==> src/rtl/core/fpa_pkg.sv <==
// Shared types and constants for the fixed partition allocator.
package fpa_pkg;

  typedef enum logic [1:0] {
    OP_ALLOC   = 2'd0,
    OP_RELEASE = 2'd1,
    OP_WRSIZE  = 2'd2,
    OP_NONE    = 2'd3
  } opcode_e;

  typedef enum logic [1:0] {
    POL_FIRST = 2'd0,
    POL_BEST  = 2'd1,
    POL_WORST = 2'd2,
    POL_NEXT  = 2'd3
  } policy_e;

  typedef enum logic [1:0] {
    ST_OK       = 2'd0,
    ST_NO_FIT   = 2'd1,
    ST_NO_OWNER = 2'd2,
    ST_BAD_IDX  = 2'd3
  } status_e;

  typedef enum logic [1:0] {
    FSM_IDLE = 2'd0,
    FSM_SCAN = 2'd1,
    FSM_DONE = 2'd2
  } fsm_e;

  typedef struct packed {
    logic [1:0]  opcode;
    logic [15:0] request_size;
    logic [1:0]  policy;
    logic [15:0] owner_id;
    logic [3:0]  slot_index;
    logic [15:0] new_size;
  } req_t;

  typedef struct packed {
    logic [1:0]  status;
    logic [3:0]  chosen_slot;
    logic [15:0] granted_id;
  } rsp_t;

  // Running candidate kept by the controller while the ring shifts during a scan.
  typedef struct packed {
    logic        found;
    logic [3:0]  slot;
    logic [15:0] size;
  } cand_t;

  // Command broadcast from the controller to every cell.
  typedef struct packed {
    logic        commit_alloc;
    logic        commit_free;
    logic        commit_size;
    logic [3:0]  slot;
    logic [15:0] owner;
    logic [15:0] size;
  } cell_cmd_t;

  function automatic logic [15:0] init_size(input int unsigned idx);
    case (idx)
      0: init_size = 16'd100;
      1: init_size = 16'd500;
      2: init_size = 16'd200;
      3: init_size = 16'd300;
      4: init_size = 16'd600;
      5: init_size = 16'd150;
      6: init_size = 16'd400;
      7: init_size = 16'd250;
      8: init_size = 16'd350;
      9: init_size = 16'd120;
      default: init_size = 16'd0;
    endcase
  endfunction

endpackage

==> src/rtl/core/fixed_partition_allocator.sv <==
// Fixed partition allocator: ring of partition cells plus a scan controller.
// A request is scanned with one ring shift per partition through the head cell;
//   the result is then held in the DONE state until taken.
// One item in flight at a time: a new request is taken only when idle.
// Reset (rst_ni low, async): sizes to the boot table, all partitions free,
//   owners 0, rover 0, id counter 1. No clearing pass.
module fixed_partition_allocator #(
  parameter int unsigned NUM_SLOTS = 10
) (
  input  logic           clk_i,
  input  logic           rst_ni,
  input  logic           in_valid_i,
  output logic           in_ready_o,
  input  fpa_pkg::req_t  in_data_i,
  output logic           out_valid_o,
  input  logic           out_ready_i,
  output fpa_pkg::rsp_t  out_data_o
);

  localparam int unsigned CntW = $clog2(NUM_SLOTS + 1);

  fpa_pkg::fsm_e state_q, state_d;
  fpa_pkg::req_t req_q;
  fpa_pkg::cand_t cand_q, cand_d;
  fpa_pkg::cell_cmd_t cmd;
  fpa_pkg::rsp_t rsp_d;
  logic [CntW-1:0] cnt_q, cnt_d;
  logic [3:0]  rover_q, rover_d;
  logic [15:0] id_q, id_d;
  logic        load, shift;

  // Ring wiring: cell k takes from cell k+1; the last wraps to cell 0.
  logic [3:0]  r_slot  [NUM_SLOTS];
  logic [15:0] r_size  [NUM_SLOTS];
  logic        r_busy  [NUM_SLOTS];
  logic [15:0] r_owner [NUM_SLOTS];

  for (genvar k = 0; k < NUM_SLOTS; k++) begin : g_cell
    localparam int unsigned Nx = (k + 1) % NUM_SLOTS;
    fpa_cell #(.Idx(k)) u_cell (
      .clk_i, .rst_ni,
      .load_i      (load),
      .shift_i     (shift),
      .cmd_i       (cmd),
      .ring_slot_i (r_slot[Nx]),
      .ring_size_i (r_size[Nx]),
      .ring_busy_i (r_busy[Nx]),
      .ring_owner_i(r_owner[Nx]),
      .ring_slot_o (r_slot[k]),
      .ring_size_o (r_size[k]),
      .ring_busy_o (r_busy[k]),
      .ring_owner_o(r_owner[k])
    );
  end

  // Head cell view, i.e. the partition examined this cycle.
  logic [3:0]  h_slot;
  logic [15:0] h_size;
  logic        h_fit, h_own, take;
  assign h_slot = r_slot[0];
  assign h_size = r_size[0];
  assign h_fit  = !r_busy[0] && (h_size >= req_q.request_size);
  assign h_own  = r_busy[0] && (r_owner[0] == req_q.owner_id);

  // Next fit examines in rotated order: rank = (slot - rover) mod N via compare.
  always_comb begin
    take = 1'b0;
    case (fpa_pkg::opcode_e'(req_q.opcode))
      fpa_pkg::OP_RELEASE: take = h_own && !cand_q.found;
      fpa_pkg::OP_ALLOC: begin
        case (fpa_pkg::policy_e'(req_q.policy))
          fpa_pkg::POL_FIRST: take = h_fit && !cand_q.found;
          fpa_pkg::POL_BEST:  take = h_fit && (!cand_q.found || h_size < cand_q.size);
          fpa_pkg::POL_WORST: take = h_fit && (!cand_q.found || h_size > cand_q.size);
          fpa_pkg::POL_NEXT: begin
            // prefer slots at/after rover; among same class lowest index wins
            if (h_fit) begin
              if (!cand_q.found) take = 1'b1;
              else if (cand_q.slot < rover_q && h_slot >= rover_q) take = 1'b1;
            end
          end
          default: take = 1'b0;
        endcase
      end
      default: take = 1'b0;
    endcase
  end

  always_comb begin
    state_d = state_q;
    case (state_q)
      fpa_pkg::FSM_IDLE: if (in_valid_i) state_d = fpa_pkg::FSM_SCAN;
      fpa_pkg::FSM_SCAN: if (cnt_q == CntW'(NUM_SLOTS - 1)) state_d = fpa_pkg::FSM_DONE;
      fpa_pkg::FSM_DONE: if (out_ready_i) state_d = fpa_pkg::FSM_IDLE;
      default: state_d = fpa_pkg::FSM_IDLE;
    endcase
  end

  // Outputs and datapath.
  always_comb begin
    load   = (state_q == fpa_pkg::FSM_IDLE) && in_valid_i;
    shift  = (state_q == fpa_pkg::FSM_SCAN);
    cnt_d  = load ? '0 : (shift ? cnt_q + 1'b1 : cnt_q);
    cand_d = cand_q;
    if (load) cand_d = '0;
    else if (shift && take) cand_d = '{found: 1'b1, slot: h_slot, size: h_size};
    rover_d = rover_q;
    id_d    = id_q;
    cmd     = '0;
    rsp_d   = '{status: fpa_pkg::ST_BAD_IDX, chosen_slot: 4'd0, granted_id: 16'd0};
    case (fpa_pkg::opcode_e'(req_q.opcode))
      fpa_pkg::OP_ALLOC: begin
        if (cand_q.found) begin
          rsp_d = '{status: fpa_pkg::ST_OK, chosen_slot: cand_q.slot, granted_id: id_q};
          cmd.commit_alloc = 1'b1;
          cmd.slot  = cand_q.slot;
          cmd.owner = id_q;
        end else rsp_d.status = fpa_pkg::ST_NO_FIT;
      end
      fpa_pkg::OP_RELEASE: begin
        if (cand_q.found) begin
          rsp_d.status = fpa_pkg::ST_OK;
          rsp_d.chosen_slot = cand_q.slot;
          cmd.commit_free = 1'b1;
          cmd.slot = cand_q.slot;
        end else rsp_d.status = fpa_pkg::ST_NO_OWNER;
      end
      fpa_pkg::OP_WRSIZE: begin
        if (32'(req_q.slot_index) < NUM_SLOTS) begin
          rsp_d.status = fpa_pkg::ST_OK;
          rsp_d.chosen_slot = req_q.slot_index;
          cmd.commit_size = 1'b1;
          cmd.slot = req_q.slot_index;
          cmd.size = req_q.new_size;
        end
      end
      default: ;
    endcase
    // Commit only on the result beat.
    if (!(state_q == fpa_pkg::FSM_DONE && out_ready_i)) begin
      cmd.commit_alloc = 1'b0;
      cmd.commit_free  = 1'b0;
      cmd.commit_size  = 1'b0;
    end
    if (cmd.commit_alloc) begin
      id_d = (id_q == 16'hFFFF) ? 16'd1 : id_q + 16'd1;
      if (fpa_pkg::policy_e'(req_q.policy) == fpa_pkg::POL_NEXT)
        rover_d = (32'(cand_q.slot) + 1 < NUM_SLOTS) ? cand_q.slot + 4'd1 : 4'd0;
    end
  end

  assign in_ready_o  = (state_q == fpa_pkg::FSM_IDLE);
  assign out_valid_o = (state_q == fpa_pkg::FSM_DONE);
  assign out_data_o  = rsp_d;

  always_ff @(posedge clk_i or negedge rst_ni) begin
    if (!rst_ni) begin
      state_q <= fpa_pkg::FSM_IDLE;
      cnt_q   <= '0;
      cand_q  <= '0;
      rover_q <= '0;
      id_q    <= 16'd1;
    end else begin
      state_q <= state_d;
      cnt_q   <= cnt_d;
      cand_q  <= cand_d;
      rover_q <= rover_d;
      id_q    <= id_d;
    end
  end

  // Hold the request beat for the scan.
  always_ff @(posedge clk_i) begin
    if (load) req_q <= in_data_i;
  end

endmodule

==> src/rtl/core/fpa_cell.sv <==
// One partition cell: holds its entry and shifts its view of it along a ring.
module fpa_cell #(
  parameter int unsigned Idx = 0
) (
  input  logic                clk_i,
  input  logic                rst_ni,
  input  logic                load_i,
  input  logic                shift_i,
  input  fpa_pkg::cell_cmd_t  cmd_i,
  input  logic [3:0]          ring_slot_i,
  input  logic [15:0]         ring_size_i,
  input  logic                ring_busy_i,
  input  logic [15:0]         ring_owner_i,
  output logic [3:0]          ring_slot_o,
  output logic [15:0]         ring_size_o,
  output logic                ring_busy_o,
  output logic [15:0]         ring_owner_o
);

  logic [15:0] size_q;
  logic        busy_q;
  logic [15:0] owner_q;
  logic        hit;

  assign hit = (cmd_i.slot == 4'(Idx));

  // Home entry: update on commit.
  always_ff @(posedge clk_i or negedge rst_ni) begin
    if (!rst_ni) begin
      size_q  <= fpa_pkg::init_size(Idx);
      busy_q  <= 1'b0;
      owner_q <= '0;
    end else if (hit) begin
      if (cmd_i.commit_alloc) begin
        busy_q  <= 1'b1;
        owner_q <= cmd_i.owner;
      end
      if (cmd_i.commit_free) begin
        busy_q  <= 1'b0;
        owner_q <= '0;
      end
      if (cmd_i.commit_size) size_q <= cmd_i.size;
    end
  end

  // Ring copy: load from home, then hand to the neighbor each cycle while shifting.
  always_ff @(posedge clk_i) begin
    if (load_i) begin
      ring_slot_o  <= 4'(Idx);
      ring_size_o  <= size_q;
      ring_busy_o  <= busy_q;
      ring_owner_o <= owner_q;
    end else if (shift_i) begin
      ring_slot_o  <= ring_slot_i;
      ring_size_o  <= ring_size_i;
      ring_busy_o  <= ring_busy_i;
      ring_owner_o <= ring_owner_i;
    end
  end

endmodule

==> config.mk <==
export PLATFORM = sky130hd
export DESIGN_NAME = fixed_partition_allocator
export DESIGN_NICKNAME = d
export VERILOG_FILES = /design/src/rtl/core/fpa_pkg.sv /design/src/rtl/core/fixed_partition_allocator.sv /design/src/rtl/core/fpa_cell.sv
export SDC_FILE = /design/constraint.sdc
export NUM_CORES = 1
export LEC_CHECK = 0
export BUFFER_PORTS_ARGS = -buffer_cell sky130_fd_sc_hd__buf_4
export CAP_MARGIN = 25
export CORE_ASPECT_RATIO = 1.1
export CORE_MARGIN = 4
export CORE_UTILIZATION = 54
export CTS_BUF_LIST = sky130_fd_sc_hd__clkbuf_8
export DETAILED_ROUTE_END_ITERATION = 8
export PLACE_DENSITY = 0.7
export RECOVER_POWER = 100
export SYNTH_ARGS = -nofsm -noshare
export SYNTH_HDL_FRONTEND = slang
export SYNTH_SLANG_ARGS = --single-unit
==> constraint.sdc <==
create_clock -name clk_i -period 22.2 [get_ports clk_i]
set_input_delay 1.11 -clock clk_i [delete_from_list [all_inputs] [get_ports clk_i]]
set_output_delay 1.11 -clock clk_i [all_outputs]
set_load 0.05 [all_outputs]
==> impl_metrics.prom, run 1 <==
# TYPE chip_impl_metric gauge
chip_impl_info{name="cp-start-kind",value="register"} 1
chip_impl_info{name="reg2reg_from",value="state_q[1]"} 1
chip_impl_metric{name="detailedRoute.firstIterationViolations",unit=""} 1746
chip_impl_metric{name="crit_share_post_route",unit="%"} 55.7
chip_impl_info{name="worstSetupPathType",value="register to register"} 1
chip_impl_metric{name="detail_route.first_pass.iterations",unit=""} 5
chip_impl_metric{name="post_synthesis_cells",unit=""} 2948
chip_impl_info{name="cts_tree",value="built"} 1
chip_impl_metric{name="synth-adder-area-share",unit="%"} 1.72
chip_impl_metric{name="worst_ir_drop_vdd",unit="mV"} 0.0659
chip_impl_info{name="outcome",value="finished, violations left"} 1
chip_impl_info{name="cts_root_buffer",value="sky130_fd_sc_hd__clkbuf_8"} 1
chip_impl_metric{name="utilization",unit="%"} 59.8
chip_impl_metric{name="placement_rows",unit=""} 94
chip_impl_metric{name="totalWireLength",unit="um"} 71900
chip_impl_metric{name="leakagePower",unit="nW"} 16.6
chip_impl_metric{name="placed_area",unit="um^2"} 33900
chip_impl_metric{name="synth_area",unit="um^2"} 32700
chip_impl_metric{name="worstRegToRegCells",unit=""} 7
chip_impl_metric{name="synth.yosys.seq_area_share",unit="%"} 66.9
chip_impl_metric{name="grt_use_total",unit="%"} 22.4
chip_impl_metric{name="cts.repair_timing.setup_buffer_count",unit=""} 0
chip_impl_metric{name="place_congestion",unit=""} 0.839
chip_impl_metric{name="die_height",unit="um"} 266
chip_impl_metric{name="worst-endpoint-required",unit="ns"} 22.52
chip_impl_info{name="critical-path-slowest-cell",value="sky130_fd_sc_hd__clkbuf_1"} 1
chip_impl_metric{name="grt_antenna_before_repair",unit=""} 1
chip_impl_metric{name="area_delta_synth_final",unit="%"} 9.43
chip_impl_info{name="sort_of_element_at_the_end_of_the_critical_path",value="register"} 1
chip_impl_metric{name="yosys.area_share.xor_xnor",unit="%"} 0.857
chip_impl_info{name="failing_checks",value="capacitance limit, slew limit"} 1
chip_impl_metric{name="dp.final_hpwl",unit="um"} 42200
chip_impl_info{name="synth_top_cell_by_area",value="sky130_fd_sc_hd__edfxtp_1"} 1
chip_impl_metric{name="setup-violations-final",unit=""} 0
chip_impl_info{name="regToRegEndpoint",value="g_cell[1].u_cell.ring_size_o[11]"} 1
chip_impl_info{name="path_cells",value="nor2_1, nand2_1, nand2_1, clkbuf_1, clkbuf_1, clkbuf_1, buf_4"} 1
chip_impl_metric{name="critical_path.n_buffers_inverters",unit=""} 4
chip_impl_metric{name="cts_sinks",unit=""} 803
chip_impl_metric{name="worst_ep_arrival_time",unit="ns"} 12.69
chip_impl_metric{name="simple_gate_area_share_of_the_yosys_netlist",unit="%"} 16.6
chip_impl_metric{name="multi_input_area",unit="um^2"} 9710
chip_impl_metric{name="syn_nets",unit=""} 3053
chip_impl_info{name="holdCritStartpoint",value="g_cell[1].u_cell.ring_slot_o[1]"} 1
chip_impl_info{name="synth_top_family_by_area",value="simple AND/OR/NAND/NOR gates"} 1
chip_impl_info{name="holdPathEnd",value="g_cell[0].u_cell.ring_slot_o[1]"} 1
chip_impl_metric{name="critPathMaxFanout",unit=""} 72
chip_impl_metric{name="cts_resized",unit=""} 0
chip_impl_metric{name="clock_insertion_delay_worst_skew",unit="ns"} 0.73
chip_impl_metric{name="power_per_cell_area",unit="nW/um^2"} 121
chip_impl_metric{name="grt_max_degree",unit=""} 198
chip_impl_metric{name="timing.final.hold_violations",unit=""} 0
chip_impl_metric{name="finalWorstPathRequiredPeriod",unit="ns"} 12.37
chip_impl_metric{name="io_pins",unit=""} 84
chip_impl_metric{name="synth.lib_cells_used.distinct",unit=""} 57
chip_impl_metric{name="die_area",unit="um^2"} 64600
chip_impl_metric{name="regToRegSetupSlack",unit="ns"} 9.83
chip_impl_metric{name="tightest_slew",unit="ns"} 8.79
chip_impl_info{name="hold_path_class",value="register to register"} 1
chip_impl_metric{name="yosys_register_bits",unit=""} 803
chip_impl_metric{name="synth_warnings",unit=""} 0
chip_impl_metric{name="fin_area",unit="um^2"} 35800
chip_impl_metric{name="cts.hold.buffers_added",unit=""} 0
chip_impl_metric{name="drc",unit=""} 0
chip_impl_metric{name="io_buffer_count",unit=""} 83
chip_impl_metric{name="first_global_vias",unit=""} 21500
chip_impl_info{name="yosys-top-cells-area",value="sky130_fd_sc_hd__edfxtp_1 (35%), sky130_fd_sc_hd__dfrtp_1 (25%), sky130_fd_sc_hd__nand2_1 (14%), sky130_fd_sc_hd__mux2_2 (5.7%), sky130_fd_sc_hd__dfstp_2 (3.5%)"} 1
chip_impl_metric{name="accumulated_negative_setup_slack",unit="ns"} 0
chip_impl_metric{name="area.sequential",unit="um^2"} 21900
chip_impl_metric{name="die_x",unit="um"} 243
chip_impl_metric{name="vias_per_cell",unit=""} 5.45
chip_impl_metric{name="fillerInstances",unit=""} 4877
chip_impl_metric{name="coreArea",unit="um^2"} 59900
chip_impl_metric{name="nets",unit=""} 3118
chip_impl_metric{name="fraction_of_the_mapped_netlist_area_in_compound_gates",unit="%"} 4.74
chip_impl_info{name="crit_top_cell",value="sky130_fd_sc_hd__clkbuf_1"} 1
chip_impl_metric{name="drive_above_1_share",unit="%"} 13.7
chip_impl_metric{name="detail_route.wl_per_cell",unit="um"} 18.5
chip_impl_metric{name="synth-edff-count",unit=""} 386
chip_impl_metric{name="clock.fmax",unit="GHz"} 0.0809
chip_impl_metric{name="normalized_max_slew_margin",unit="%"} -486
chip_impl_metric{name="syn_avg_cell_area",unit="um^2"} 11.1
chip_impl_metric{name="cts-buffers-inserted",unit=""} 120
chip_impl_metric{name="worst_setup_hold_path_clk_slew",unit="ns"} 0.07
chip_impl_metric{name="clock_skew",unit="ns"} 0.0470
chip_impl_info{name="rsz0062_at_grt",value="false"} 1
chip_impl_metric{name="htree_num_levels",unit=""} 3
chip_impl_metric{name="cap_violations",unit=""} 22
chip_impl_metric{name="min_delay_path_depth",unit=""} 2
chip_impl_metric{name="clk_path_buf_depth",unit=""} 3
chip_impl_metric{name="muxShareOfSynthArea",unit="%"} 6.06
chip_impl_metric{name="holdWs",unit="ns"} 0.451
chip_impl_metric{name="initial_utilization",unit="%"} 54.7
chip_impl_metric{name="synth_largest_type_area_fraction",unit="%"} 35.4
chip_impl_info{name="cell_class_contributing_the_biggest_share_of_worst_path_delay",value="buffers and inverters"} 1
chip_impl_metric{name="synthArstFlopShare",unit="%"} 46.9
chip_impl_metric{name="antenna_violating_nets_post_route",unit=""} 0
chip_impl_metric{name="vias",unit=""} 21200
chip_impl_metric{name="final_max_slew_viol_count",unit=""} 1329
chip_impl_metric{name="finalPower",unit="mW"} 4.34
chip_impl_metric{name="wire_length_of_the_first_global_routing_pass",unit="um"} 116000
chip_impl_metric{name="timing.critical_path.slowest_cell_delay",unit="ns"} 2.86
chip_impl_info{name="synth-main-ff-cell",value="sky130_fd_sc_hd__edfxtp_1"} 1
chip_impl_metric{name="grt_overflow_total",unit=""} 0
==> metrics by stage <==
| stage | std cells | setup WS, ns |
|---|---|---|
| floorplan | 2948 | 12.53 |
| global placement | 3655 | 16.63 |
| detailed placement | 3657 | 16.52 |
| CTS | 3887 | 16.89 |
| global route | 3890 | 8.74 |
| finish | 3890 | 9.83 |
==> placed cells by master (no fill, tap or decap), types with 2 or more instances in the layout <==
| cell | synthesis | final |
|---|---|---|
| sky130_fd_sc_hd__nor3_1 | 4 | 7 |
| sky130_fd_sc_hd__ha_1 | 45 | 45 |
| sky130_fd_sc_hd__nor2b_1 | 2 | 2 |
| sky130_fd_sc_hd__and2_0 | 1 | 2 |
| sky130_fd_sc_hd__mux2_2 | 165 | 162 |
| sky130_fd_sc_hd__buf_4 | 25 | 9 |
| sky130_fd_sc_hd__o21ai_0 | 173 | 173 |
| sky130_fd_sc_hd__inv_2 | 4 | 2 |
| sky130_fd_sc_hd__a22oi_1 | 10 | 11 |
| sky130_fd_sc_hd__nor2_1 | 30 | 35 |
| sky130_fd_sc_hd__clkbuf_4 | 0 | 48 |
| sky130_fd_sc_hd__clkbuf_8 | 0 | 134 |
| sky130_fd_sc_hd__dfrtp_1 | 333 | 333 |
| sky130_fd_sc_hd__nand2b_1 | 6 | 5 |
| sky130_fd_sc_hd__a21o_1 | 4 | 4 |
| sky130_fd_sc_hd__nand2_1 | 1261 | 1265 |
| sky130_fd_sc_hd__xnor2_1 | 12 | 12 |
| sky130_fd_sc_hd__nor3b_1 | 0 | 2 |
| sky130_fd_sc_hd__a31oi_1 | 8 | 8 |
| sky130_fd_sc_hd__nor2_4 | 4 | 2 |
| sky130_fd_sc_hd__inv_6 | 0 | 2 |
| sky130_fd_sc_hd__a211o_1 | 3 | 3 |
| sky130_fd_sc_hd__dfxtp_1 | 40 | 40 |
| sky130_fd_sc_hd__clkbuf_1 | 114 | 53 |
| sky130_fd_sc_hd__nand4_1 | 13 | 13 |
| sky130_fd_sc_hd__clkinv_1 | 0 | 25 |
| sky130_fd_sc_hd__and4_1 | 4 | 4 |
| sky130_fd_sc_hd__mux2_1 | 11 | 14 |
| sky130_fd_sc_hd__a32oi_1 | 1 | 2 |
| sky130_fd_sc_hd__inv_1 | 70 | 120 |
| sky130_fd_sc_hd__clkinv_2 | 0 | 15 |
| sky130_fd_sc_hd__a22o_1 | 21 | 21 |
| sky130_fd_sc_hd__dfstp_2 | 44 | 44 |
| sky130_fd_sc_hd__a21oi_1 | 43 | 44 |
| sky130_fd_sc_hd__xor2_1 | 20 | 20 |
| sky130_fd_sc_hd__nor4_1 | 5 | 6 |
| sky130_fd_sc_hd__nand3_1 | 25 | 26 |
| sky130_fd_sc_hd__edfxtp_1 | 386 | 386 |
==> worst min-delay path: cells and delay by family, from the launching register on <==
| family | cells | cell delay (ns) |
|---|---|---|
| compound gates | 1 | 0.05 |
| flops | 1 | 0.31 |
| simple gates | 1 | 0.05 |
==> layout make-up <==
| cell class | instances | area share [%] |
|---|---|---|
| Multi-Input combinational cell | 1902 | 27.1 |
| Timing Repair Buffer | 112 | 1.88 |
| Sequential cell | 803 | 61.1 |
| Tap cell | 768 | 2.68 |
| Clock buffer | 134 | 5.15 |
| Antenna cell | 1 | 0.00699 |
| Clock inverter | 96 | 1.26 |
| Inverter | 74 | 0.779 |
==> metal layers <==
metal	vias up	part of all wire, %	wire, um	track usage (%)
met5	-	0	0	0
li1	9922	-	-	-
met3	132	5.8	4160	3.97
met2	549	48	34500	37.0
met1	10600	44	31400	30.8
met4	0	2.4	1750	7.15
==> worst max path at each step <==
stage	start	endpoint	slack [ns]	cells past startpoint
final	state_q[1]	g_cell[1].u_cell.ring_size_o[11]	9.83	7
after global routing	state_q[0]	cand_q[9]	8.74	6
after CTS	state_q[1]	g_cell[1].u_cell.ring_size_o[11]	16.89	6
after detailed placement	in_valid_i	g_cell[6].u_cell.ring_owner_o[5]	16.52	6
after global placement	in_valid_i	g_cell[0].u_cell.ring_owner_o[0]	16.63	8
after floorplan	in_valid_i	g_cell[0].u_cell.ring_busy_o	12.53	4
==> synthesized netlist by cell type (2+ instances only) <==
library cell,instances
sky130_fd_sc_hd__dfxtp_1,40
sky130_fd_sc_hd__mux2_1,11
sky130_fd_sc_hd__nand2_2,5
sky130_fd_sc_hd__nand3_1,25
sky130_fd_sc_hd__nand2b_1,6
sky130_fd_sc_hd__xnor2_1,12
sky130_fd_sc_hd__nor2_4,4
sky130_fd_sc_hd__nor3_2,3
sky130_fd_sc_hd__a211o_1,3
sky130_fd_sc_hd__nor2_1,30
sky130_fd_sc_hd__nor2b_1,2
sky130_fd_sc_hd__dfrtp_1,333
sky130_fd_sc_hd__a22oi_1,10
sky130_fd_sc_hd__a21oi_1,43
sky130_fd_sc_hd__and4_1,4
sky130_fd_sc_hd__a31oi_1,8
sky130_fd_sc_hd__nor3b_2,2
sky130_fd_sc_hd__buf_1,19
sky130_fd_sc_hd__nand4_1,13
sky130_fd_sc_hd__inv_2,4
sky130_fd_sc_hd__a21o_1,4
sky130_fd_sc_hd__mux2_2,165
sky130_fd_sc_hd__ha_1,45
sky130_fd_sc_hd__buf_4,25
sky130_fd_sc_hd__inv_1,70
sky130_fd_sc_hd__edfxtp_1,386
sky130_fd_sc_hd__nand2_1,1261
sky130_fd_sc_hd__clkbuf_1,114
sky130_fd_sc_hd__o21ai_0,173
sky130_fd_sc_hd__a22o_1,21
sky130_fd_sc_hd__xor2_1,20
sky130_fd_sc_hd__dfstp_2,44
sky130_fd_sc_hd__nor4_1,5
sky130_fd_sc_hd__buf_2,10
sky130_fd_sc_hd__nor2_2,3
sky130_fd_sc_hd__nor3_1,4
==> kinds of logic after synthesis <==
| kind of cell | Yosys count |
|---|---|
| buf+inv | 243 |
| simple gates | 1377 |
| mux | 176 |
| flops | 803 |
| compound gates | 272 |
| xor+xnor | 32 |
| fa+ha+maj | 45 |
==> where the power goes <==
| part | total (mW) | switching (mW) | leakage, nW | internal [mW] |
|---|---|---|---|---|
| sequential | 2.34 | 0.182 | 9.39 | 2.15 |
| combinational | 0.870 | 0.592 | 5.87 | 0.277 |
| clock | 1.14 | 0.570 | 1.37 | 0.568 |
| total | 4.34 | 1.34 | 16.6 | 3.00 |
==> state kept, by name (all words and copies together), names as in the netlist <==
name and count:
cand_q 21, cnt_q 4, g_cell.u_cell.busy_q 10, g_cell.u_cell.owner_q 160, g_cell.u_cell.ring_busy_o 10, g_cell.u_cell.ring_owner_o 160
g_cell.u_cell.ring_size_o 160, g_cell.u_cell.ring_slot_o 40, g_cell.u_cell.size_q 160, id_q 16, req_q 56, rover_q 4
state_q 2
Note: power is estimated with default switching activity, not from simulation.
==> inputs of run 2 (changes only) <==
ABC_AREA = 1   (was unset)
clock period = 12.4 ns   (was 22.2 ns; I/O delays follow)
==> impl_metrics.prom, run 2 <==
# TYPE chip_impl_metric gauge
chip_impl_info{name="regToRegEndpoint",value="g_cell[3].u_cell.ring_size_o[2]"} 1
chip_impl_metric{name="htree_num_levels",unit=""} 4
chip_impl_metric{name="synth.lib_cells_used.distinct",unit=""} 38
chip_impl_metric{name="post_synthesis_cells",unit=""} 3254
chip_impl_info{name="holdPathEnd",value="g_cell[6].u_cell.ring_slot_o[2]"} 1
chip_impl_metric{name="power_per_cell_area",unit="nW/um^2"} 218
chip_impl_metric{name="dp.final_hpwl",unit="um"} 41400
chip_impl_metric{name="die_area",unit="um^2"} 64200
chip_impl_info{name="critical-path-slowest-cell",value="sky130_fd_sc_hd__clkbuf_1"} 1
chip_impl_metric{name="io_pins",unit=""} 84
chip_impl_info{name="mostFrequentLayoutCells",value="sky130_fd_sc_hd__nand2_1 (1,327), sky130_fd_sc_hd__o21ai_0 (406), sky130_fd_sc_hd__edfxtp_1 (386)"} 1
chip_impl_metric{name="timing.final.hold_violations",unit=""} 0
chip_impl_info{name="hold_path_class",value="register to register"} 1
chip_impl_metric{name="vias",unit=""} 22900
chip_impl_metric{name="area_delta_synth_final",unit="%"} 12.5
chip_impl_metric{name="clk_path_buf_depth",unit=""} 3
chip_impl_info{name="crit_top_cell",value="sky130_fd_sc_hd__nand2_1"} 1
chip_impl_metric{name="die_x",unit="um"} 242
chip_impl_metric{name="fin_area",unit="um^2"} 36600
chip_impl_info{name="path_cells",value="nor2_1, nand2_4, clkinvlp_2, clkbuf_1, buf_4, nand2_1, nand2_1"} 1
chip_impl_info{name="holdCritStartpoint",value="g_cell[6].u_cell.ring_slot_o[2]"} 1
chip_impl_metric{name="syn_nets",unit=""} 3359
chip_impl_metric{name="drive_above_1_share",unit="%"} 8.68
chip_impl_metric{name="place_congestion",unit=""} 0.795
chip_impl_metric{name="io_buffer_count",unit=""} 83
chip_impl_info{name="synth-main-ff-cell",value="sky130_fd_sc_hd__edfxtp_1"} 1
chip_impl_metric{name="multi_input_area",unit="um^2"} 9200
chip_impl_metric{name="antenna_violating_nets_post_route",unit=""} 0
chip_impl_metric{name="die_height",unit="um"} 265
chip_impl_metric{name="worst_setup_hold_path_clk_slew",unit="ns"} 0.06
chip_impl_info{name="outcome",value="finished, violations left"} 1
chip_impl_info{name="cts_tree",value="built"} 1
chip_impl_metric{name="synth-edff-count",unit=""} 386
chip_impl_metric{name="placed_area",unit="um^2"} 33700
chip_impl_metric{name="vias_per_cell",unit=""} 5.38
chip_impl_metric{name="wire_length_of_the_first_global_routing_pass",unit="um"} 121000
chip_impl_info{name="sort_of_element_at_the_end_of_the_critical_path",value="register"} 1
chip_impl_metric{name="totalWireLength",unit="um"} 74400
chip_impl_metric{name="fillerInstances",unit=""} 4874
chip_impl_metric{name="timing.critical_path.slowest_cell_delay",unit="ns"} 2.92
chip_impl_metric{name="synthArstFlopShare",unit="%"} 46.9
chip_impl_metric{name="cts-buffers-inserted",unit=""} 130
chip_impl_info{name="yosysMostFrequentCell",value="sky130_fd_sc_hd__nand2_1"} 1
chip_impl_metric{name="detail_route.wl_per_cell",unit="um"} 17.5
chip_impl_metric{name="normalized_max_slew_margin",unit="%"} -281
chip_impl_metric{name="synth.yosys.seq_area_share",unit="%"} 67.3
chip_impl_metric{name="drc",unit=""} 0
chip_impl_metric{name="regToRegSetupSlack",unit="ns"} 4.87
chip_impl_info{name="failing_checks",value="capacitance limit, slew limit"} 1
chip_impl_metric{name="cts_sinks",unit=""} 803
chip_impl_metric{name="first_global_vias",unit=""} 22900
chip_impl_info{name="rsz0062_at_grt",value="false"} 1
chip_impl_metric{name="grt_use_total",unit="%"} 23.5
chip_impl_info{name="synth_top_cell_by_area",value="sky130_fd_sc_hd__edfxtp_1"} 1
chip_impl_metric{name="leakagePower",unit="nW"} 16.7
chip_impl_metric{name="clock.fmax",unit="GHz"} 0.133
chip_impl_metric{name="synth_warnings",unit=""} 0
chip_impl_metric{name="accumulated_negative_setup_slack",unit="ns"} 0
chip_impl_metric{name="syn_avg_cell_area",unit="um^2"} 10.0
chip_impl_metric{name="cap_violations",unit=""} 26
chip_impl_metric{name="nets",unit=""} 3487
chip_impl_metric{name="yosys_register_bits",unit=""} 803
chip_impl_metric{name="critPathMaxFanout",unit=""} 103
chip_impl_metric{name="initial_utilization",unit="%"} 54.4
chip_impl_metric{name="worstRegToRegCells",unit=""} 7
chip_impl_metric{name="cts.hold.buffers_added",unit=""} 58
chip_impl_metric{name="detailedRoute.firstIterationViolations",unit=""} 2199
chip_impl_info{name="cp-start-kind",value="register"} 1
chip_impl_metric{name="finalWorstPathRequiredPeriod",unit="ns"} 7.53
chip_impl_metric{name="crit_share_post_route",unit="%"} 60.7
chip_impl_metric{name="placement_rows",unit=""} 94
chip_impl_metric{name="grt_max_degree",unit=""} 245
chip_impl_info{name="worstSetupPathType",value="register to register"} 1
chip_impl_metric{name="worst_ep_arrival_time",unit="ns"} 8.15
chip_impl_metric{name="setup-violations-final",unit=""} 0
chip_impl_metric{name="grt_antenna_before_repair",unit=""} 1
chip_impl_metric{name="clock_insertion_delay_worst_skew",unit="ns"} 0.77
chip_impl_metric{name="detail_route.first_pass.iterations",unit=""} 5
chip_impl_metric{name="tightest_slew",unit="ns"} 5.72
chip_impl_info{name="netlist_top_cells_count",value="sky130_fd_sc_hd__nand2_1 (1,328), sky130_fd_sc_hd__edfxtp_1 (386), sky130_fd_sc_hd__dfrtp_1 (333), sky130_fd_sc_hd__o21ai_0 (268), sky130_fd_sc_hd__inv_1 (171)"} 1
chip_impl_metric{name="clock_skew",unit="ns"} 0.0237
chip_impl_metric{name="area.sequential",unit="um^2"} 21900
chip_impl_info{name="reg2reg_from",value="state_q[1]"} 1
chip_impl_info{name="yosys-top-cells-area",value="sky130_fd_sc_hd__edfxtp_1 (36%), sky130_fd_sc_hd__dfrtp_1 (26%), sky130_fd_sc_hd__nand2_1 (15%), sky130_fd_sc_hd__o21ai_0 (4.1%), sky130_fd_sc_hd__dfstp_2 (3.6%)"} 1
chip_impl_metric{name="worst_ir_drop_vdd",unit="mV"} 0.155
chip_impl_metric{name="grt_overflow_total",unit=""} 0
chip_impl_metric{name="synth_largest_type_area_fraction",unit="%"} 35.6
chip_impl_metric{name="coreArea",unit="um^2"} 59700
chip_impl_metric{name="cts_resized",unit=""} 0
chip_impl_metric{name="min_delay_path_depth",unit=""} 2
chip_impl_metric{name="synth_area",unit="um^2"} 32500
chip_impl_info{name="most_common_cell_after_layout_fill_and_taps_aside",value="sky130_fd_sc_hd__nand2_1"} 1
chip_impl_info{name="cts_root_buffer",value="sky130_fd_sc_hd__clkbuf_8"} 1
chip_impl_metric{name="worst-endpoint-required",unit="ns"} 13.02
chip_impl_metric{name="final_max_slew_viol_count",unit=""} 1207
chip_impl_metric{name="cts.repair_timing.setup_buffer_count",unit=""} 0
run 2: cell count changes in the layout (fill, tap and decap cells not counted), moves of 18 or more:
cell | before | now
sky130_fd_sc_hd__clkbuf_8 | 134 | 156
sky130_fd_sc_hd__clkinv_1 | 25 | 7
sky130_fd_sc_hd__nand2_1 | 1265 | 1327
sky130_fd_sc_hd__inv_1 | 120 | 233
sky130_fd_sc_hd__dlygate4sd3_1 | 0 | 58
sky130_fd_sc_hd__nand3_1 | 26 | 88
sky130_fd_sc_hd__a22o_1 | 21 | 2
sky130_fd_sc_hd__nor2_1 | 35 | 106
sky130_fd_sc_hd__o21ai_0 | 173 | 406
sky130_fd_sc_hd__mux2_2 | 162 | 0
run 2: worst max-delay path by stage:
stage | startpoint | to | slack [ns] | depth (start not counted)
finish | state_q[1] | g_cell[3].u_cell.ring_size_o[2] | 4.87 | 7
global route | state_q[1] | g_cell[6].u_cell.ring_size_o[11] | 4.20 | 7
CTS | state_q[1] | g_cell[9].u_cell.ring_size_o[13] | 7.03 | 7
detailed placement | state_q[1] | g_cell[5].u_cell.ring_size_o[4] | 6.97 | 7
global placement | state_q[1] | g_cell[5].u_cell.ring_size_o[4] | 7.07 | 7
floorplan | state_q[1] | g_cell[0].u_cell.ring_busy_o | 3.61 | 6
run 2: metal layers:
| metal | vias up | global-route usage (%) | share of wire [%] |
|---|---|---|---|
| met1 | 11100 | 33.4 | 44 |
| li1 | 10900 | - | - |
| met4 | 0 | 7.92 | 2.2 |
| met5 | - | 0 | 0 |
| met3 | 127 | 5.21 | 7.0 |
| met2 | 767 | 36.5 | 46 |
run 2: cell type report:
class / count / share of cell area (%)
multi-input combinational: 2092 / 25.1
inverter: 182 / 1.89
sequential: 803 / 59.8
clock inverter: 86 / 1.05
tap: 768 / 2.63
antenna: 1 / 0.00684
timing repair buffer: 173 / 3.64
clock buffer: 156 / 5.87
run 2: cells by family after synthesis:
logic type / Yosys count / share of synthesized area [%]
AND/OR/NAND/NOR: 1552 / 18.6
adder cells (fa/ha/maj): 45 / 1.73
XOR/XNOR: 16 / 0.431
buffers and inverters: 359 / 4.42
AO/OA/AOI/OAI: 479 / 7.58
flip-flops: 803 / 67.3
run 2: power by group:
part	total (mW)	internal (mW)	switching, mW
sequential	4.15	3.83	0.325
combinational	1.64	0.517	1.12
clock	2.18	1.15	1.04
run 2: worst max-delay path, delay by kind of cell, from the launching register on:
family	cells	cell delay, ns
buffers and inverters	3	6.27
DFF	1	0.42
and+or+nand+nor	4	0.57
run 2: through the flow:
| step | utilization (%) | setup slack [ns] | power [mW] | hold WS (ns) | instances |
|---|---|---|---|---|---|
| final | 61.3 | 4.87 | 7.97 | 0.456 | 4261 |
| after global placement | 56.3 | 7.07 | 5.71 | 0.438 | 3956 |
| after detailed placement | 56.3 | 6.97 | 5.80 | 0.444 | 3956 |
| after CTS | 61.5 | 7.03 | 8.02 | 0.459 | 4256 |
| after floorplan | - | 3.61 | 5.37 | 0.324 | 3254 |
| after global routing | 61.3 | 4.20 | 8.46 | 0.474 | 4261 |
==> inputs of run 3 (changes only) <==
PLACE_DENSITY = 0.73   (was 0.7)
clock period = 6.4 ns   (was 12.4 ns; I/O delays follow)
==> impl_metrics.prom, run 3 (same netlist as run 2, synthesis figures left out) <==
# TYPE chip_impl_metric gauge
chip_impl_metric{name="normalized_max_slew_margin",unit="%"} -103
chip_impl_info{name="rsz0062_at_grt",value="false"} 1
chip_impl_metric{name="clk_path_buf_depth",unit=""} 3
chip_impl_metric{name="totalWireLength",unit="um"} 72300
chip_impl_metric{name="timing.final.hold_violations",unit=""} 0
chip_impl_metric{name="area_delta_synth_final",unit="%"} 12.4
chip_impl_metric{name="nets",unit=""} 3475
chip_impl_metric{name="grt_use_total",unit="%"} 22.6
chip_impl_info{name="sort_of_element_at_the_end_of_the_critical_path",value="register"} 1
chip_impl_metric{name="detail_route.first_pass.iterations",unit=""} 8
chip_impl_info{name="worstSetupPathType",value="register to register"} 1
chip_impl_metric{name="final-instance-count-excl-fill",unit=""} 4246
chip_impl_info{name="crit_top_cell",value="sky130_fd_sc_hd__nor2_1"} 1
chip_impl_metric{name="drc",unit=""} 0
chip_impl_metric{name="finalWorstPathRequiredPeriod",unit="ns"} 4.63
chip_impl_metric{name="cap_violations",unit=""} 18
chip_impl_metric{name="timing.critical_path.slowest_cell_delay",unit="ns"} 2.01
chip_impl_metric{name="grt_overflow_total",unit=""} 0
chip_impl_metric{name="first_global_vias",unit=""} 22500
chip_impl_metric{name="antenna_violating_nets_post_route",unit=""} 0
chip_impl_metric{name="die_height",unit="um"} 265
chip_impl_info{name="failing_checks",value="capacitance limit, slew limit"} 1
chip_impl_metric{name="dp.final_hpwl",unit="um"} 41800
chip_impl_metric{name="fin_area",unit="um^2"} 36600
chip_impl_metric{name="worst-endpoint-required",unit="ns"} 6.87
chip_impl_metric{name="clock_skew",unit="ns"} 0.0532
chip_impl_info{name="mostFrequentLayoutCells",value="sky130_fd_sc_hd__nand2_1 (1,328), sky130_fd_sc_hd__o21ai_0 (404), sky130_fd_sc_hd__edfxtp_1 (386)"} 1
chip_impl_metric{name="clock.fmax",unit="GHz"} 0.216
chip_impl_metric{name="die_area",unit="um^2"} 64200
chip_impl_metric{name="wire_length_of_the_first_global_routing_pass",unit="um"} 118000
chip_impl_metric{name="clock_insertion_delay_worst_skew",unit="ns"} 0.76
chip_impl_metric{name="fillerInstances",unit=""} 4739
chip_impl_metric{name="area.sequential",unit="um^2"} 21900
chip_impl_metric{name="crit_share_post_route",unit="%"} 72.4
chip_impl_metric{name="coreArea",unit="um^2"} 59700
chip_impl_info{name="holdCritStartpoint",value="in_data_i[7]"} 1
chip_impl_metric{name="detail_route.wl_per_cell",unit="um"} 17.0
chip_impl_metric{name="cts-buffers-inserted",unit=""} 120
chip_impl_metric{name="power_per_cell_area",unit="nW/um^2"} 419
chip_impl_info{name="worstSetupStartpoint",value="req_q[54]"} 1
chip_impl_metric{name="worst_ep_arrival_time",unit="ns"} 5.10
chip_impl_info{name="cp-start-kind",value="register"} 1
chip_impl_metric{name="final_max_slew_viol_count",unit=""} 803
chip_impl_info{name="outcome",value="finished, violations left"} 1
chip_impl_info{name="most_common_cell_after_layout_fill_and_taps_aside",value="sky130_fd_sc_hd__nand2_1"} 1
chip_impl_metric{name="grt_max_degree",unit=""} 180
chip_impl_metric{name="setup-violations-final",unit=""} 0
chip_impl_metric{name="io_pins",unit=""} 84
chip_impl_metric{name="accumulated_negative_setup_slack",unit="ns"} 0
chip_impl_metric{name="initial_utilization",unit="%"} 54.4
chip_impl_info{name="path_cells",value="nor2_1, nand2_1, nor2_1, nor2_1, nor2_1, o21ai_0"} 1
chip_impl_metric{name="detailedRoute.firstIterationViolations",unit=""} 2380
chip_impl_metric{name="place_congestion",unit=""} 0.837
chip_impl_metric{name="worstRegToRegCells",unit=""} 6
chip_impl_metric{name="min_delay_path_depth",unit=""} 2
chip_impl_metric{name="htree_num_levels",unit=""} 3
chip_impl_metric{name="vias",unit=""} 22800
chip_impl_metric{name="worst_setup_hold_path_clk_slew",unit="ns"} 0.08
chip_impl_metric{name="tightest_slew",unit="ns"} 3.04
chip_impl_metric{name="multi_input_area",unit="um^2"} 9180
chip_impl_metric{name="finalPower",unit="mW"} 15.3
chip_impl_metric{name="cts.repair_timing.setup_buffer_count",unit=""} 0
chip_impl_metric{name="dp.cells",unit=""} 3955
chip_impl_metric{name="die_x",unit="um"} 242
chip_impl_info{name="cts_root_buffer",value="sky130_fd_sc_hd__clkbuf_8"} 1
chip_impl_metric{name="vias_per_cell",unit=""} 5.36
chip_impl_info{name="cts_tree",value="built"} 1
chip_impl_metric{name="cts_resized",unit=""} 0
chip_impl_info{name="critical-path-slowest-cell",value="sky130_fd_sc_hd__nor2_1"} 1
chip_impl_metric{name="io_buffer_count",unit=""} 83
chip_impl_metric{name="grt_antenna_before_repair",unit=""} 1
chip_impl_metric{name="placed_area",unit="um^2"} 33700
chip_impl_metric{name="cts_sinks",unit=""} 803
chip_impl_info{name="reg2reg_from",value="req_q[54]"} 1
chip_impl_metric{name="critPathMaxFanout",unit=""} 34
chip_impl_metric{name="leakagePower",unit="nW"} 16.7
chip_impl_metric{name="worst_ir_drop_vdd",unit="mV"} 0.282
chip_impl_info{name="hold_path_class",value="input pin to register"} 1
chip_impl_metric{name="placement_rows",unit=""} 94
chip_impl_metric{name="drive_above_1_share",unit="%"} 8.31
chip_impl_metric{name="holdWs",unit="ns"} 0.302
[run 3: final timing paths]
path	slack, ns	endpoint
min reg2reg	0.46	g_cell[3].u_cell.ring_slot_o[1]
min in group asynchronous	1.11	g_cell[6].u_cell.owner_q[10]
max	1.77	g_cell[2].u_cell.owner_q[10]
min	0.30	req_q[7]
max reg2reg	1.77	g_cell[2].u_cell.owner_q[10]
max in group asynchronous	2.33	g_cell[8].u_cell.owner_q[3]
[run 3: area by class of cell]
class	instances	area share (%)
Clock inverter	86	1.26
Timing Repair Buffer	171	3.86
Sequential cell	803	59.9
Inverter	182	1.89
Multi-Input combinational cell	2092	25.1
Tap cell	768	2.63
Clock buffer	143	5.38
Antenna cell	1	0.00685
[run 3: repair_timing]
action | CTS | global route
endpoints found under the hold margin | 166 | 0
endpoints found under the setup margin | 0 | 0
hold buffers | 58 | 0
[run 3: power by group]
part / internal [mW] / switching, mW
registers: 7.40 / 0.636
logic: 1.01 / 2.16
clock network: 2.12 / 1.98
[run 3: through the flow]
stage	setup slack (ns)	utilization [%]
after floorplan	0.0226	-
after global placement	3.02	56.4
after detailed placement	3.01	56.4
after CTS	2.98	61.5
after global routing	1.47	61.2
final	1.77	61.2
[run 3: metal layers]
metal | track usage, % | wire length (um) | vias up
met5 | 0 | 0 | -
met4 | 8.19 | 1900 | 0
met3 | 3.90 | 5150 | 109
met2 | 35.9 | 33500 | 796
met1 | 32.0 | 31800 | 11000
li1 | - | - | 10900
[run 3: worst max-delay path: cells and delay by family (launching register included)]
kind,cells,cell delay [ns]
simple gates,5,3.54
flops,1,0.46
compound gates,1,0.36
